===== src/design/slbm_pkg.sv =====
`default_nettype none

package slbm_pkg;

  // width of the saturating drop counter (8 to 64)
  localparam int unsigned IGNORE_COUNT_WIDTH = 32;

  // modulo unit: numerator bits, one per step
  localparam int unsigned NumW   = 5;
  localparam int unsigned StepW  = $clog2(NumW);
  localparam int unsigned CfgIdxW = 8;

  // request kinds
  typedef enum logic [1:0] {
    REQ_WRITE     = 2'd0,
    REQ_TIMED     = 2'd1,
    REQ_PRG_QUERY = 2'd2,
    REQ_CHR_QUERY = 2'd3
  } req_type_e;

  // configuration register indexes
  localparam logic [CfgIdxW-1:0] CFG_PRG_COUNT = CfgIdxW'(0);
  localparam logic [CfgIdxW-1:0] CFG_CHR_COUNT = CfgIdxW'(1);

  // serial loader targets, from address bits 14-13
  typedef enum logic [1:0] {
    TGT_CONTROL = 2'd0,
    TGT_CHR_LO  = 2'd1,
    TGT_CHR_HI  = 2'd2,
    TGT_PROGRAM = 2'd3
  } target_e;

  // program mapping modes from control bits 3-2; the others switch 32K at a time
  localparam logic [1:0] PrgModeFixFirst = 2'd2;
  localparam logic [1:0] PrgModeFixLast  = 2'd3;

  localparam logic [4:0] CtrlReset   = 5'h0c;
  localparam logic [7:0] BankOutside = 8'hff;

  typedef struct packed {
    logic [1:0]  req_type;
    logic [15:0] addr;
    logic [7:0]  value;
    logic [63:0] bus_cycle;
  } in_t;

  typedef struct packed {
    logic [7:0]  bank;
    logic        write_ignored;
    logic [2:0]  bits_loaded;
    logic [31:0] ignored_total;
  } out_t;

  typedef enum logic [1:0] {
    ST_IDLE,
    ST_INIT,
    ST_STEP,
    ST_DONE
  } state_e;

  // controller to datapath
  typedef struct packed {
    logic load_item;
    logic div_init;
    logic div_step;
    logic commit;
  } cmd_t;

  // datapath to controller
  typedef struct packed {
    logic out_free;
  } status_t;

endpackage

`default_nettype wire


===== src/design/serial_loaded_bank_mapper.sv =====
// Serial-loaded cartridge bank mapper. Each input item (plain write, timed write,
// program-bank query or pattern-bank query) gives one result. After its transfer an
// item goes through a set-up state, five steps of the bit-serial modulo unit (one
// numerator bit per cycle) that reduces the bank number by the configured bank count,
// and a commit that updates state and loads the output register; the block then
// returns to idle, where the next transfer is taken. The result waits in the output
// register, so the next item can be taken while it is still unread; a commit waits
// only while that register is full and not being read.
// Configuration writes are taken in any cycle and must be made while the block is idle.
`default_nettype none

module serial_loaded_bank_mapper (
  input  wire logic                          clk_i,
  input  wire logic                          rst_ni,
  input  wire logic                          in_valid_i,
  output logic                               in_ready_o,
  input  wire slbm_pkg::in_t                 in_data_i,
  output logic                               out_valid_o,
  input  wire logic                          out_ready_i,
  output slbm_pkg::out_t                     out_data_o,
  input  wire logic                          cfg_valid_i,
  output logic                               cfg_ready_o,
  input  wire logic [slbm_pkg::CfgIdxW-1:0]  cfg_index_i,
  input  wire logic [7:0]                    cfg_data_i
);

  slbm_pkg::cmd_t    cmd;
  slbm_pkg::status_t status;

  assign cfg_ready_o = 1'b1;

  // sequencer
  slbm_ctrl u_ctrl (
    .clk_i      (clk_i),
    .rst_ni     (rst_ni),
    .in_valid_i (in_valid_i),
    .in_ready_o (in_ready_o),
    .status_i   (status),
    .cmd_o      (cmd)
  );

  // registers, modulo unit and output stage
  slbm_dpath u_dpath (
    .clk_i       (clk_i),
    .rst_ni      (rst_ni),
    .in_data_i   (in_data_i),
    .cmd_i       (cmd),
    .status_o    (status),
    .cfg_write_i (cfg_valid_i),
    .cfg_index_i (cfg_index_i),
    .cfg_data_i  (cfg_data_i),
    .out_valid_o (out_valid_o),
    .out_ready_i (out_ready_i),
    .out_data_o  (out_data_o)
  );

endmodule

`default_nettype wire


===== src/design/slbm_ctrl.sv =====
`default_nettype none

module slbm_ctrl (
  input  wire logic             clk_i,
  input  wire logic             rst_ni,
  input  wire logic             in_valid_i,
  output logic                  in_ready_o,
  input  wire slbm_pkg::status_t status_i,
  output slbm_pkg::cmd_t        cmd_o
);

  slbm_pkg::state_e state_q, state_d;
  logic [slbm_pkg::StepW-1:0] step_q, step_d;
  logic last_step;

  assign last_step = (step_q == slbm_pkg::StepW'(slbm_pkg::NumW - 1));

  // state and step counter
  always_ff @(posedge clk_i or negedge rst_ni) begin
    if (!rst_ni) begin
      state_q <= slbm_pkg::ST_IDLE;
      step_q  <= '0;
    end else begin
      state_q <= state_d;
      step_q  <= step_d;
    end
  end

  // next state
  always_comb begin
    state_d = state_q;
    step_d  = step_q;
    unique case (state_q)
      slbm_pkg::ST_IDLE: begin
        if (in_valid_i) state_d = slbm_pkg::ST_INIT;
      end
      slbm_pkg::ST_INIT: begin
        state_d = slbm_pkg::ST_STEP;
        step_d  = '0;
      end
      slbm_pkg::ST_STEP: begin
        if (last_step) state_d = slbm_pkg::ST_DONE;
        else step_d = step_q + 1'b1;
      end
      slbm_pkg::ST_DONE: begin
        if (status_i.out_free) state_d = slbm_pkg::ST_IDLE;
      end
      default: state_d = slbm_pkg::ST_IDLE;
    endcase
  end

  // outputs
  always_comb begin
    cmd_o      = '0;
    in_ready_o = 1'b0;
    unique case (state_q)
      slbm_pkg::ST_IDLE: begin
        in_ready_o     = 1'b1;
        cmd_o.load_item = in_valid_i;
      end
      slbm_pkg::ST_INIT: cmd_o.div_init = 1'b1;
      slbm_pkg::ST_STEP: cmd_o.div_step = 1'b1;
      slbm_pkg::ST_DONE: cmd_o.commit   = status_i.out_free;
      default: ;
    endcase
  end

endmodule

`default_nettype wire


===== src/design/slbm_dpath.sv =====
`default_nettype none

module slbm_dpath (
  input  wire logic                          clk_i,
  input  wire logic                          rst_ni,
  input  wire slbm_pkg::in_t                 in_data_i,
  input  wire slbm_pkg::cmd_t                cmd_i,
  output slbm_pkg::status_t                  status_o,
  input  wire logic                          cfg_write_i,
  input  wire logic [slbm_pkg::CfgIdxW-1:0]  cfg_index_i,
  input  wire logic [7:0]                    cfg_data_i,
  output logic                               out_valid_o,
  input  wire logic                          out_ready_i,
  output slbm_pkg::out_t                     out_data_o
);

  localparam int unsigned CntW = slbm_pkg::IGNORE_COUNT_WIDTH;

  // configuration
  logic [7:0] prg_cnt_q, chr_cnt_q;
  // mapper state
  logic [4:0]  shift_bits_q, shift_bits_d;
  logic [2:0]  shift_fill_q, shift_fill_d;
  logic [4:0]  ctrl_q, ctrl_d;
  logic [4:0]  chr_lo_q, chr_lo_d;
  logic [4:0]  chr_hi_q, chr_hi_d;
  logic [4:0]  prg_q, prg_d;
  logic [63:0] last_cycle_q, last_cycle_d;
  logic        last_valid_q, last_valid_d;
  logic [CntW-1:0] ign_q, ign_d;
  // item and modulo unit
  slbm_pkg::in_t item_q;
  logic [slbm_pkg::NumW-1:0] num_q;
  logic [7:0] rem_q;
  logic [7:0] div_q;
  // output register
  logic   out_valid_q;
  slbm_pkg::out_t out_q;

  logic [7:0] prg_eff, chr_eff;
  logic [slbm_pkg::NumW-1:0] num_init;
  logic [8:0] rem_shift;
  logic [8:0] rem_next;
  logic [7:0] bank_res;
  logic [8:0] pair_sum;
  logic       hi_half;
  logic       in_window;
  logic       back_to_back;
  logic       dropped;
  logic       do_load;
  logic [4:0] merged;
  logic [2:0] fill_inc;
  logic [63:0] ign_ext;
  logic [31:0] shown;

  assign prg_eff = (prg_cnt_q == 8'd0) ? 8'd1 : prg_cnt_q;
  assign chr_eff = (chr_cnt_q == 8'd0) ? 8'd1 : chr_cnt_q;
  assign status_o.out_free = !out_valid_q || out_ready_i;

  // configuration writes
  always_ff @(posedge clk_i or negedge rst_ni) begin
    if (!rst_ni) begin
      prg_cnt_q <= 8'd8;
      chr_cnt_q <= 8'd8;
    end else if (cfg_write_i) begin
      if (cfg_index_i == slbm_pkg::CFG_PRG_COUNT) prg_cnt_q <= cfg_data_i;
      if (cfg_index_i == slbm_pkg::CFG_CHR_COUNT) chr_cnt_q <= cfg_data_i;
    end
  end

  // numerator for the query
  always_comb begin
    if (item_q.req_type == slbm_pkg::REQ_PRG_QUERY) begin
      num_init = {1'b0, prg_q[3:0]};
    end else if (!ctrl_q[4]) begin
      num_init = {chr_lo_q[4:1], item_q.addr[12]};
    end else begin
      num_init = item_q.addr[12] ? chr_hi_q : chr_lo_q;
    end
  end

  // one restoring step of the remainder
  assign rem_shift = {rem_q, num_q[slbm_pkg::NumW-1]};
  assign rem_next  = (rem_shift >= {1'b0, div_q}) ? rem_shift - {1'b0, div_q} : rem_shift;

  // item register and modulo unit
  always_ff @(posedge clk_i) begin
    if (cmd_i.load_item) item_q <= in_data_i;
    if (cmd_i.div_init) begin
      num_q <= num_init;
      rem_q <= '0;
      div_q <= (item_q.req_type == slbm_pkg::REQ_PRG_QUERY) ? prg_eff : chr_eff;
    end else if (cmd_i.div_step) begin
      num_q <= {num_q[slbm_pkg::NumW-2:0], 1'b0};
      rem_q <= rem_next[7:0];
    end
  end

  // bank result from the remainder
  assign hi_half  = item_q.addr[14];
  assign pair_sum = {1'b0, rem_q[7:1], 1'b0} + {8'd0, hi_half};
  always_comb begin
    bank_res = 8'd0;
    unique case (item_q.req_type)
      slbm_pkg::REQ_PRG_QUERY: begin
        if (!item_q.addr[15]) begin
          bank_res = slbm_pkg::BankOutside;
        end else begin
          unique case (ctrl_q[3:2])
            slbm_pkg::PrgModeFixFirst: bank_res = hi_half ? rem_q : 8'd0;
            slbm_pkg::PrgModeFixLast:  bank_res = hi_half ? prg_eff - 8'd1 : rem_q;
            default: begin
              bank_res = (pair_sum >= {1'b0, prg_eff}) ?
                         8'(pair_sum - {1'b0, prg_eff}) : pair_sum[7:0];
            end
          endcase
        end
      end
      slbm_pkg::REQ_CHR_QUERY: begin
        bank_res = (item_q.addr[15:13] != 3'd0) ? slbm_pkg::BankOutside : rem_q;
      end
      default: bank_res = 8'd0;
    endcase
  end

  // write handling
  assign in_window    = item_q.addr[15];
  assign back_to_back = last_valid_q && (item_q.bus_cycle == last_cycle_q + 64'd1);
  assign dropped      = (item_q.req_type == slbm_pkg::REQ_TIMED) && in_window &&
                        !item_q.value[7] && back_to_back;
  assign do_load      = in_window && !dropped &&
                        ((item_q.req_type == slbm_pkg::REQ_WRITE) ||
                         (item_q.req_type == slbm_pkg::REQ_TIMED));
  assign merged   = shift_bits_q | (5'(item_q.value[0]) << shift_fill_q);
  assign fill_inc = shift_fill_q + 3'd1;

  always_comb begin
    shift_bits_d = shift_bits_q;
    shift_fill_d = shift_fill_q;
    ctrl_d       = ctrl_q;
    chr_lo_d     = chr_lo_q;
    chr_hi_d     = chr_hi_q;
    prg_d        = prg_q;
    last_cycle_d = last_cycle_q;
    last_valid_d = last_valid_q;
    ign_d        = ign_q;
    // cycle tracking for in-window timed writes
    if ((item_q.req_type == slbm_pkg::REQ_TIMED) && in_window) begin
      last_cycle_d = item_q.bus_cycle;
      last_valid_d = 1'b1;
    end
    if (dropped && (ign_q != '1)) ign_d = ign_q + 1'b1;
    // serial loader
    if (do_load) begin
      if (item_q.value[7]) begin
        shift_bits_d = '0;
        shift_fill_d = '0;
        ctrl_d       = ctrl_q | slbm_pkg::CtrlReset;
      end else if (fill_inc == 3'd5) begin
        shift_bits_d = '0;
        shift_fill_d = '0;
        unique case (slbm_pkg::target_e'(item_q.addr[14:13]))
          slbm_pkg::TGT_CONTROL: ctrl_d   = merged;
          slbm_pkg::TGT_CHR_LO:  chr_lo_d = merged;
          slbm_pkg::TGT_CHR_HI:  chr_hi_d = merged;
          slbm_pkg::TGT_PROGRAM: prg_d    = merged;
          default: ;
        endcase
      end else begin
        shift_bits_d = merged;
        shift_fill_d = fill_inc;
      end
    end
  end

  // displayed count saturates at 32 bits
  assign ign_ext = 64'(ign_d);
  assign shown   = (ign_ext[63:32] != 32'd0) ? 32'hffff_ffff : ign_ext[31:0];

  // mapper state update at commit
  always_ff @(posedge clk_i or negedge rst_ni) begin
    if (!rst_ni) begin
      shift_bits_q <= '0;
      shift_fill_q <= '0;
      ctrl_q       <= slbm_pkg::CtrlReset;
      chr_lo_q     <= '0;
      chr_hi_q     <= '0;
      prg_q        <= '0;
      last_cycle_q <= '0;
      last_valid_q <= 1'b0;
      ign_q        <= '0;
    end else if (cmd_i.commit) begin
      shift_bits_q <= shift_bits_d;
      shift_fill_q <= shift_fill_d;
      ctrl_q       <= ctrl_d;
      chr_lo_q     <= chr_lo_d;
      chr_hi_q     <= chr_hi_d;
      prg_q        <= prg_d;
      last_cycle_q <= last_cycle_d;
      last_valid_q <= last_valid_d;
      ign_q        <= ign_d;
    end
  end

  // output register
  always_ff @(posedge clk_i or negedge rst_ni) begin
    if (!rst_ni) begin
      out_valid_q <= 1'b0;
    end else if (cmd_i.commit) begin
      out_valid_q <= 1'b1;
    end else if (out_ready_i) begin
      out_valid_q <= 1'b0;
    end
  end

  always_ff @(posedge clk_i) begin
    if (cmd_i.commit) begin
      out_q.bank          <= bank_res;
      out_q.write_ignored <= dropped;
      out_q.bits_loaded   <= shift_fill_d;
      out_q.ignored_total <= shown;
    end
  end

  assign out_valid_o = out_valid_q;
  assign out_data_o  = out_q;

endmodule

`default_nettype wire


===== config.mk =====
export PLATFORM = sky130hd
export DESIGN_NAME = serial_loaded_bank_mapper
export DESIGN_NICKNAME = d
export VERILOG_FILES = /design/src/design/slbm_pkg.sv /design/src/design/serial_loaded_bank_mapper.sv /design/src/design/slbm_ctrl.sv /design/src/design/slbm_dpath.sv
export SDC_FILE = /design/constraint.sdc
export NUM_CORES = 1
export LEC_CHECK = 0
export ABC_AREA = 1
export BUFFER_PORTS_ARGS = -buffer_cell sky130_fd_sc_hd__buf_2
export CORE_MARGIN = 5
export CORE_UTILIZATION = 60
export CTS_BUF_LIST = sky130_fd_sc_hd__clkbuf_2 sky130_fd_sc_hd__clkbuf_4 sky130_fd_sc_hd__clkbuf_8
export DETAILED_ROUTE_END_ITERATION = 12
export PLACE_DENSITY = 0.81
export SLEW_MARGIN = 20
export SYNTH_ARGS = -nofsm -noshare
export SYNTH_HDL_FRONTEND = slang
export SYNTH_SLANG_ARGS = --single-unit
export TNS_END_PERCENT = 1

===== constraint.sdc =====
create_clock -name clk_i -period 3.8 [get_ports clk_i]
set_input_delay 0.38 -clock clk_i [delete_from_list [all_inputs] [get_ports clk_i]]
set_output_delay 0.38 -clock clk_i [all_outputs]
set_load 0.02 [all_outputs]

Yosys cells after proc, flatten, opt, wreduce, memory -nomap -nowiden
Cells that the tools add are included.
Word-level totals
  register bits: 301
  input bits: 111
  output and inout port bits: 47
  word-level logic and storage cells: 132
Cells by class
  $add $sub $neg: 8
  order comparisons: 2
  eq/ne operators: 20
  shift-type cells: 1
  muxes and demuxes: 38
  bitwise logic cells: 2
  reductions and logical operators: 35
Operators by type and width (count)
  $mux 8: 9
  $add 64x1->64 const B: 1
  $eq 64x64->1: 1
  $mux 5: 7
  $add 32x1->32 const B: 1
  $mux 32: 1
  $ne 32x32->1 const B: 1
  $pmux 8 s2: 2
  $logic_not 8->1: 3
  $reduce_and 5->1: 4
  $ge 9x8->1: 2
  $eq 2x2->1 const B: 8
  $sub 8x8->8: 2
  $mux 3: 4
  $mux 4: 3
  $reduce_and 2->1: 5
  $reduce_bool 2->1: 5
  $add 8x1->9: 1
  $eq 8x1->1 const B: 1
  $pmux 2 s4: 1
  $sub 8x1->8 const B: 1
  $logic_and 1x1->1: 7
  $mux 1: 7
  $add 3x1->3 const B: 2
  other kinds (15): 27

Depth between registers and ports, before layout
Gate-level depths: netlist (run 1).
  depth in word-level cells: 8
  depth in mapped cells: 22
  depth with buffers taken out: 22

Cells and area by module
A second synthesis (run 1) with hierarchy kept.
Second synthesis, totals
  cell total of the unflattened synthesis: 2248
  area total of the unflattened synthesis: 17171.5 um^2
Modules (own cells, without submodules)
  slbm_dpath: instances 1, cells an instance 2197, area each 16776.1 um^2, seq. area each 7517.2 um^2
  slbm_ctrl: instances 1, cells an instance 49, area each 384.1 um^2, seq. area each 125.1 um^2
  serial_loaded_bank_mapper: instances 1, cells an instance 2, area each 11.3 um^2, seq. area each 0.0 um^2

Worst setup path before layout (run 1)
No wires, ideal clock.
  path kind: register -> register
  from: register u_dpath.out_valid_q (netlist: u_dpath.out_valid_o)
  to: register u_dpath.out_q, in the netlist u_dpath.out_data_o[0], enable pin
  setup time: 0.426 ns
  arrival: 2.494 ns
  required time: 3.374 ns
  setup slack: 0.880 ns
  cell stages (with the launch flop): 6
  path buffers: 2
  period minus slack after synthesis: 2.920 ns
  path through: dfrtp_1 nand2_1 nand2_1 clkinv_1 buf_4 clkbuf_1
RTL lines
  start: declaration: RTL line slbm_dpath.sv:37  | logic out_valid_q;
  start signal: assignment: RTL line slbm_dpath.sv:208  | out_valid_q <= 1'b0;
  start signal: assignment: RTL line slbm_dpath.sv:210  | out_valid_q <= 1'b1;
  start signal: assignment: RTL line slbm_dpath.sv:212  | out_valid_q <= 1'b0;
  end: declaration: RTL line slbm_dpath.sv:38  | slbm_pkg::out_t out_q;

Final worst setup path (run 1)
  from: register u_dpath.last_cycle_q[0]
  to: register u_dpath.out_q, in the netlist u_dpath.out_data_o[31] (data pin)
On the way
  longest elaborated chain between the ends: 6
RTL lines
  start: declaration: RTL line slbm_dpath.sv:28  | logic [63:0] last_cycle_q, last_cycle_d;
  start signal: assignment: RTL line slbm_dpath.sv:199  | last_cycle_q <= last_cycle_d;
  $add 64x1->64: RTL line slbm_dpath.sv:128  | assign back_to_back = last_valid_q && (item_q.bus_cycle == last_cycle_q + 64'd1);
  $eq 64x64->1: RTL line slbm_dpath.sv:128
  $logic_and 1x1->1: RTL line slbm_dpath.sv:128
  $logic_and 1x1->1: RTL line slbm_dpath.sv:130  | !item_q.value[7] && back_to_back;
  $logic_and 1x1->1: RTL line slbm_dpath.sv:152  | if (dropped && (ign_q != '1)) ign_d = ign_q + 1'b1;
  $mux 32: RTL line slbm_dpath.sv:152
  named net u_dpath.ign_d[31]: RTL line slbm_dpath.sv:30  | logic [CntW-1:0] ign_q, ign_d;
The timed path passes the listed nets, and every way through them passes these cells.
A chain may end at the register's enable or synchronous reset.

==> results of run 1 <==
-- what timing repair did --
action                                 in CTS  in global routing
setup endpoints to repair                   0                  7
gates resized for setup                     0                  3
endpoints found under the hold margin     134                  0
hold buffers                               71                  0
-- registers in the layout (all words and copies together), names as in the netlist, 8 cells and up --
name / count
u_dpath.item_q: 70
u_dpath.ign_q: 32
u_dpath.div_q: 8
u_dpath.rem_q: 8
u_dpath.out_data_o: 44
u_dpath.chr_cnt_q: 8
u_dpath.last_cycle_q: 64
u_dpath.prg_cnt_q: 8
-- final timing paths --
kind / start / endpoint / slack, ps / cells after the start
min in group asynchronous: rst_ni / u_dpath.last_cycle_q[5] / 390 / 2
worst min-delay path: in_data_i[87] / u_dpath.in_window / 40 / 1
worst max-delay path: u_dpath.last_cycle_q[0] / u_dpath.out_data_o[31] / 200 / 20
max in group asynchronous: rst_ni / u_dpath.chr_lo_q[4] / 2510 / 3
worst max register to register: u_dpath.last_cycle_q[0] / u_dpath.out_data_o[31] / 200 / 20
worst min register to register: u_dpath.ctrl_q[2] / u_dpath.ctrl_q[2] / 480 / 2
-- power groups by stage --
stage               logic (mW)  clock network, mW  registers (mW)
floorplan                 3.29                  0            4.93
global placement          4.66                  0            4.90
detailed placement        4.77                  0            4.94
CTS                       4.85               2.89            4.89
global route              5.45               3.07            5.02
finish                    4.91               2.87            4.92
-- metal layers --
metal / vias to the layer above / part of all wire [%] / GRT usage (%)
met3: 103 / 7.0 / 5.02
met2: 615 / 48 / 52.4
met5: - / 0 / 0
met1: 7243 / 41 / 40.6
met4: 0 / 3.2 / 9.22
li1: 7452 / - / -
-- final cells by class --
class	count	area (µm²)	area share, %
Multi-Input combinational cell	1565	8010	40.9
Clock buffer	76	915	4.67
Sequential cell	281	7640	39.0
Inverter	235	882	4.50
Tap cell	378	473	2.41
Timing Repair Buffer	225	1550	7.93
Antenna cell	1	2.50	0.0128
Clock inverter	14	111	0.568
-- cells in the mapped netlist, types with 2 or more instances --
library cell  count
and2_1           17
a31oi_1           5
o311ai_0          4
o21bai_1          7
nand4_1          61
or2_2            10
buf_2             2
nand2_2           7
xnor2_1          23
nand3_2           3
mux2_2           48
nand2_1         625
o21ai_1          18
o211ai_1          5
dfxtp_1           8
nand3b_1         14
o31ai_1           2
inv_1           233
o221ai_1          4
nand2_4           3
a21oi_2           2
ha_1             27
nor2_1          260
buf_4             6
clkinv_1          2
nor3_1           18
xor2_1           48
edfxtp_1        129
fa_1              2
a21oi_1          41
nor4_1           12
nor2_2           13
nor2_4           11
dfrtp_1         140
buf_6             6
clkbuf_1         22
dfstp_2           4
nand3_4           3
nand3_1         149
o21ai_0         109
-- through the flow --
step	std cells	setup TNS, ps
detailed placement	2613	0
finish	2775	0
global placement	2613	0
CTS	2774	0
global route	2775	-29.1
floorplan	2118	0
-- kinds of logic (layout without fill, tap and decap cells) --
kind of cell               count (synthesis)  after routing  share of synthesized area (%)
and+or+nand+nor                         1213           1213                           31.8
AOI/OAI and AO/OA                        202            202                           6.62
DFF                                      281            281                           45.7
muxes                                     48             48                           3.23
xor gates and xnor gates                  72             72                           3.81
adders and majority gates                 29             29                           2.26
other                                      1              2                         0.0224
buffers and inverters                    272            550                           6.54
-- critical path: stages (launching register included) --
cell	delay, ps
dfrtp_1	420
ha_1	280
inv_1	70
nor2_2	220
nand2_4	140
nor2_4	210
buf_4	220
nand2_1	60
nand2_1	110
nand2_1	50
nand2_1	210
nand2_1	90
nor2_1	110
nand2_1	80
nor2_2	110
nand3_2	110
inv_1	120
nand3_4	220
nor2_1	240
nand3_1	110
and2_1	160
==> results.toml, run 1 <==
[sta]
final.setup.worst_slack_ps = 204
finalHoldViolCount = 0
hold_ws_ps = 38.8
worst-slew-pin-transition_ps = 1050
drv_slew = 0
max_freq_mhz = 278
finalWorstPathRequiredPeriod_ps = 3600
finalSetupViolations = 0
slew_headroom_pct = 30.1
rsz0062_at_grt = "yes"
period_share_pct = 94.6
fin_worst_skew_ps = 33.1

[die]
core_region_area_um2 = 27600
num_io_pins = 158
num_rows = 61
fp.dieW_um = 177
start_util_pct = 60.5
fp.dieH_um = 177
dieArea_um2 = 31300

[logic_synthesis]
synthFlopType = "dfrtp_1"
syn-cell-area_um2 = 16700
avgSynthCellArea_um2 = 7.90
yosysTopAreaCellShare_pct = 23.2
ys_types = 55
post-synth-top-area-cell = "edfxtp_1"
ys_seq_area_share_pct = 45.7
synth_edf_count = 129
synth-seq-cells = 281
synthArstFlopShare_pct = 51.2
yosys_warnings = 0
synthCells = 2118
synth.net_count = 2258
synthTopCellsByArea = "edfxtp_1 (23%), dfrtp_1 (21%), nand2_1 (14%)"

[critical_path]
cp_data_required_time_ps = 4140
end_kind = "flip-flop"
critPathLaunchType = "flip-flop"
critPathKind = "reg2reg"
worstPathArrival_ps = 3940
crit_fanout = 16

[power_and_ir_drop]
p_clk_share_pct = 22.6
power.sequential.fraction_pct = 38.7
combinationalPowerShare_pct = 38.7
power.internal_mw = 7.44
switching_share_pct = 41.5
finalPower_mw = 12.7
power.switching_mw = 5.27
power_density_nw_per_um2 = 648
ir_drop_v = 0.000550
power.leakage_nw = 8.71

[global_routing]
grt_max_degree = 85
grt_pass1_vias = 14500
antenna_found_initial = 1
grt_pass1_wl_um = 76100
track_usage_pct = 30.7
grt_overflow = 0

[drt]
drcViolationCount = 0
drtAntennaViolNets = 0
wl_per_cell_um = 17.5
wl_um = 48600
via_per_inst = 5.55
route.vias.total = 15400
drt_iter0_drc = 1468
drtPass1Iterations = 6

[layout]
fin_area_um2 = 19600
mostFrequentLayoutCell = "nand2_1"
mostFrequentLayoutCells = "nand2_1 (625), nor2_1 (258), inv_1 (232), nand3_1 (147), dfrtp_1 (140)"
fill_cells = 2205
drive_gt1_share_pct = 14.8
synthToLayoutAreaGrowth_pct = 17.1
fin_nets = 2496
final_util_pct = 70.9

[place]
hpwl_um = 35700
dpl-instance-area_um2 = 17800
gp_congestion = 0.968
place_ws_ps = 247
port_buffers = 138

[clocking]
cts_buffer_depth = 3
post_cts_buffers = 0
clkLatencyLatePin_ps = 590
h-tree-depth = 2
cts_tree = "yes"
cts_root_buffer = "clkbuf_8"
cts_sinks = 281
clkTransAtPathRegs_ps = 60
cts_made_buffers = 48

[run_status]
outcome = "finished, final reports clean"

[flow_run]
maxCapViolations = 0

[min_path]
min-delay-path-class = "in2reg"
(Power assumes the default switching activity.)
==> run 2: changes to the inputs <==
--- a/config.mk
+++ b/config.mk
@@ -11,6 +11,7 @@
 export CORE_UTILIZATION = 60
 export CTS_BUF_LIST = sky130_fd_sc_hd__clkbuf_2 sky130_fd_sc_hd__clkbuf_4 sky130_fd_sc_hd__clkbuf_8
 export DETAILED_ROUTE_END_ITERATION = 12
+export MAX_ROUTING_LAYER = met4
 export PLACE_DENSITY = 0.81
 export SLEW_MARGIN = 20
 export SYNTH_ARGS = -nofsm -noshare
==> results.toml, run 2 (synthesis results as in run 1) <==
[layout]
final_util_pct = 71.1
regMostFlops = "u_dpath.item_q"
mostFrequentLayoutCells = "nand2_1 (625), nor2_1 (257), inv_1 (232), nand3_1 (148), dfrtp_1 (140)"
drive_gt1_share_pct = 14.8
fin_nets = 2504
fill_cells = 2190
multi_input_area_um2 = 8020
largest_reg_flops = 70
synthToLayoutAreaGrowth_pct = 17.4
antenna_cells = 0
regArea_um2 = 7640
mostFrequentLayoutCell = "nand2_1"

[clocking]
cts_root_buffer = "clkbuf_8"
cts_sinks = 281
clkLatencyLatePin_ps = 580
cts_made_buffers = 48
clkTransAtPathRegs_ps = 70
h-tree-depth = 2
cts_tree = "yes"
cts_buffer_depth = 3

[drt]
drtPass1Iterations = 5
via_per_inst = 5.53
drt_iter0_drc = 1241
route.vias.total = 15400
drcViolationCount = 0
wl_um = 48700
wl_per_cell_um = 17.5
drtAntennaViolNets = 0

[global_routing]
track_usage_pct = 32.5
grt_overflow = 0
grt_max_degree = 93
grt_pass1_wl_um = 78200
grt_pass1_vias = 15300
antenna_found_initial = 0

[critical_path]
cpLargestDelayFamily = "simple AND/OR/NAND/NOR gates"
crit_chain = "ha_2 > inv_1 > nor2_2 > nand2_4 > nor2_4 > nand2_1 > nor2_1 > nor2_1 > nor2_1 > inv_1 > nand2_1 > nor2_1 > nand3_1 > nor2_4 > nor2_4 > nand3_1 > nand2_1 > o21ai_0"
crit_path_max_incr_delay_ps = 420
crit_fanout = 12
end_kind = "flip-flop"
crit_top_cell = "nor2_1"
cp_data_required_time_ps = 4250
reg2regPathDepth = 18
worstPathArrival_ps = 4010
path_buf_inv = 2
worst-path-stages = 18
critPathKind = "reg2reg"
critPathLaunchType = "flip-flop"
slowest_stage = "dfrtp_1"

[sta]
drv_slew = 0
finalWorstPathRequiredPeriod_ps = 3560
worst-slew-pin-transition_ps = 1110
finalHoldViolCount = 0
max_freq_mhz = 281
hold_ws_ps = 61.5
rsz0062_at_grt = "no"
fin_worst_skew_ps = 33.0
finalSetupViolations = 0
fin_tns_setup_ps = 0
period_share_pct = 93.7
slew_headroom_pct = 26.3

[min_path]
min-delay-path-class = "in2reg"
holdPathStages = 3

[power_and_ir_drop]
ir_drop_v = 0.000586
finalPower_mw = 12.7
power.leakage_nw = 8.74
power_density_nw_per_um2 = 647

[run_status]
outcome = "finished, final reports clean"

[die]
core_region_area_um2 = 27600
num_io_pins = 158
start_util_pct = 60.5
num_rows = 61
dieArea_um2 = 31300
fp.dieW_um = 177
fp.dieH_um = 177

[flow_run]
maxCapViolations = 0

[place]
hpwl_um = 35600
gp_congestion = 0.979
port_buffers = 138
[run 2: path summary, 6_finish.rpt]
kind | startpoint | slack (ps) | endpoint
min reg2reg | u_dpath.ctrl_q[2] | 490 | u_dpath.ctrl_q[2]
min | cfg_data_i[3] | 60 | u_dpath.prg_cnt_q[3]
max | u_dpath.last_cycle_q[0] | 240 | u_dpath.prg_q[0]
min in group asynchronous | rst_ni | 480 | u_dpath.last_cycle_q[8]
max reg2reg | u_dpath.last_cycle_q[0] | 240 | u_dpath.prg_q[0]
max in group asynchronous | rst_ni | 2260 | u_dpath.ctrl_q[3]
[run 2: per-layer routing]
layer | share of wire [%] | track usage [%]
met1 | 41 | 40.8
met2 | 48 | 52.6
met3 | 7.1 | 6.32
met4 | 3.8 | 12.1
met5 | 0 | -
[run 2: through the flow]
| stage | area (µm²) | setup slack (ps) | std cells |
|---|---|---|---|
| floorplan | 16700 | 880 | 2118 |
| global placement | 17800 | 348 | 2615 |
| detailed placement | 17800 | 230 | 2615 |
| CTS | 19600 | 201 | 2777 |
| global route | 19600 | 26.2 | 2781 |
| finish | 19600 | 238 | 2781 |
[run 2: area by class of cell]
type                            count  area share (%)
Multi-Input combinational cell   1565            40.9
Timing Repair Buffer              233            8.24
Sequential cell                   281            38.9
Tap cell                          378            2.41
Inverter                          235            4.49
Clock inverter                     30            1.21
Clock buffer                       59            3.88
[run 2: worst min-delay path: stages]
cell     delay (ps)
buf_2           100
inv_1            60
o21ai_0          80
[run 2: timing repair]
action | CTS | global route
endpoints found under the setup margin | 0 | 56
endpoints found under the hold margin | 160 | 0
hold buffers | 73 | 0
setup buffers | 0 | 4
resized for setup | 0 | 6
[run 2: report_power, final]
part           internal, mW  total, mW  switching [mW]
registers              4.13       4.93           0.796
logic                  1.70       4.93            3.23
clock network          1.55       2.85            1.30
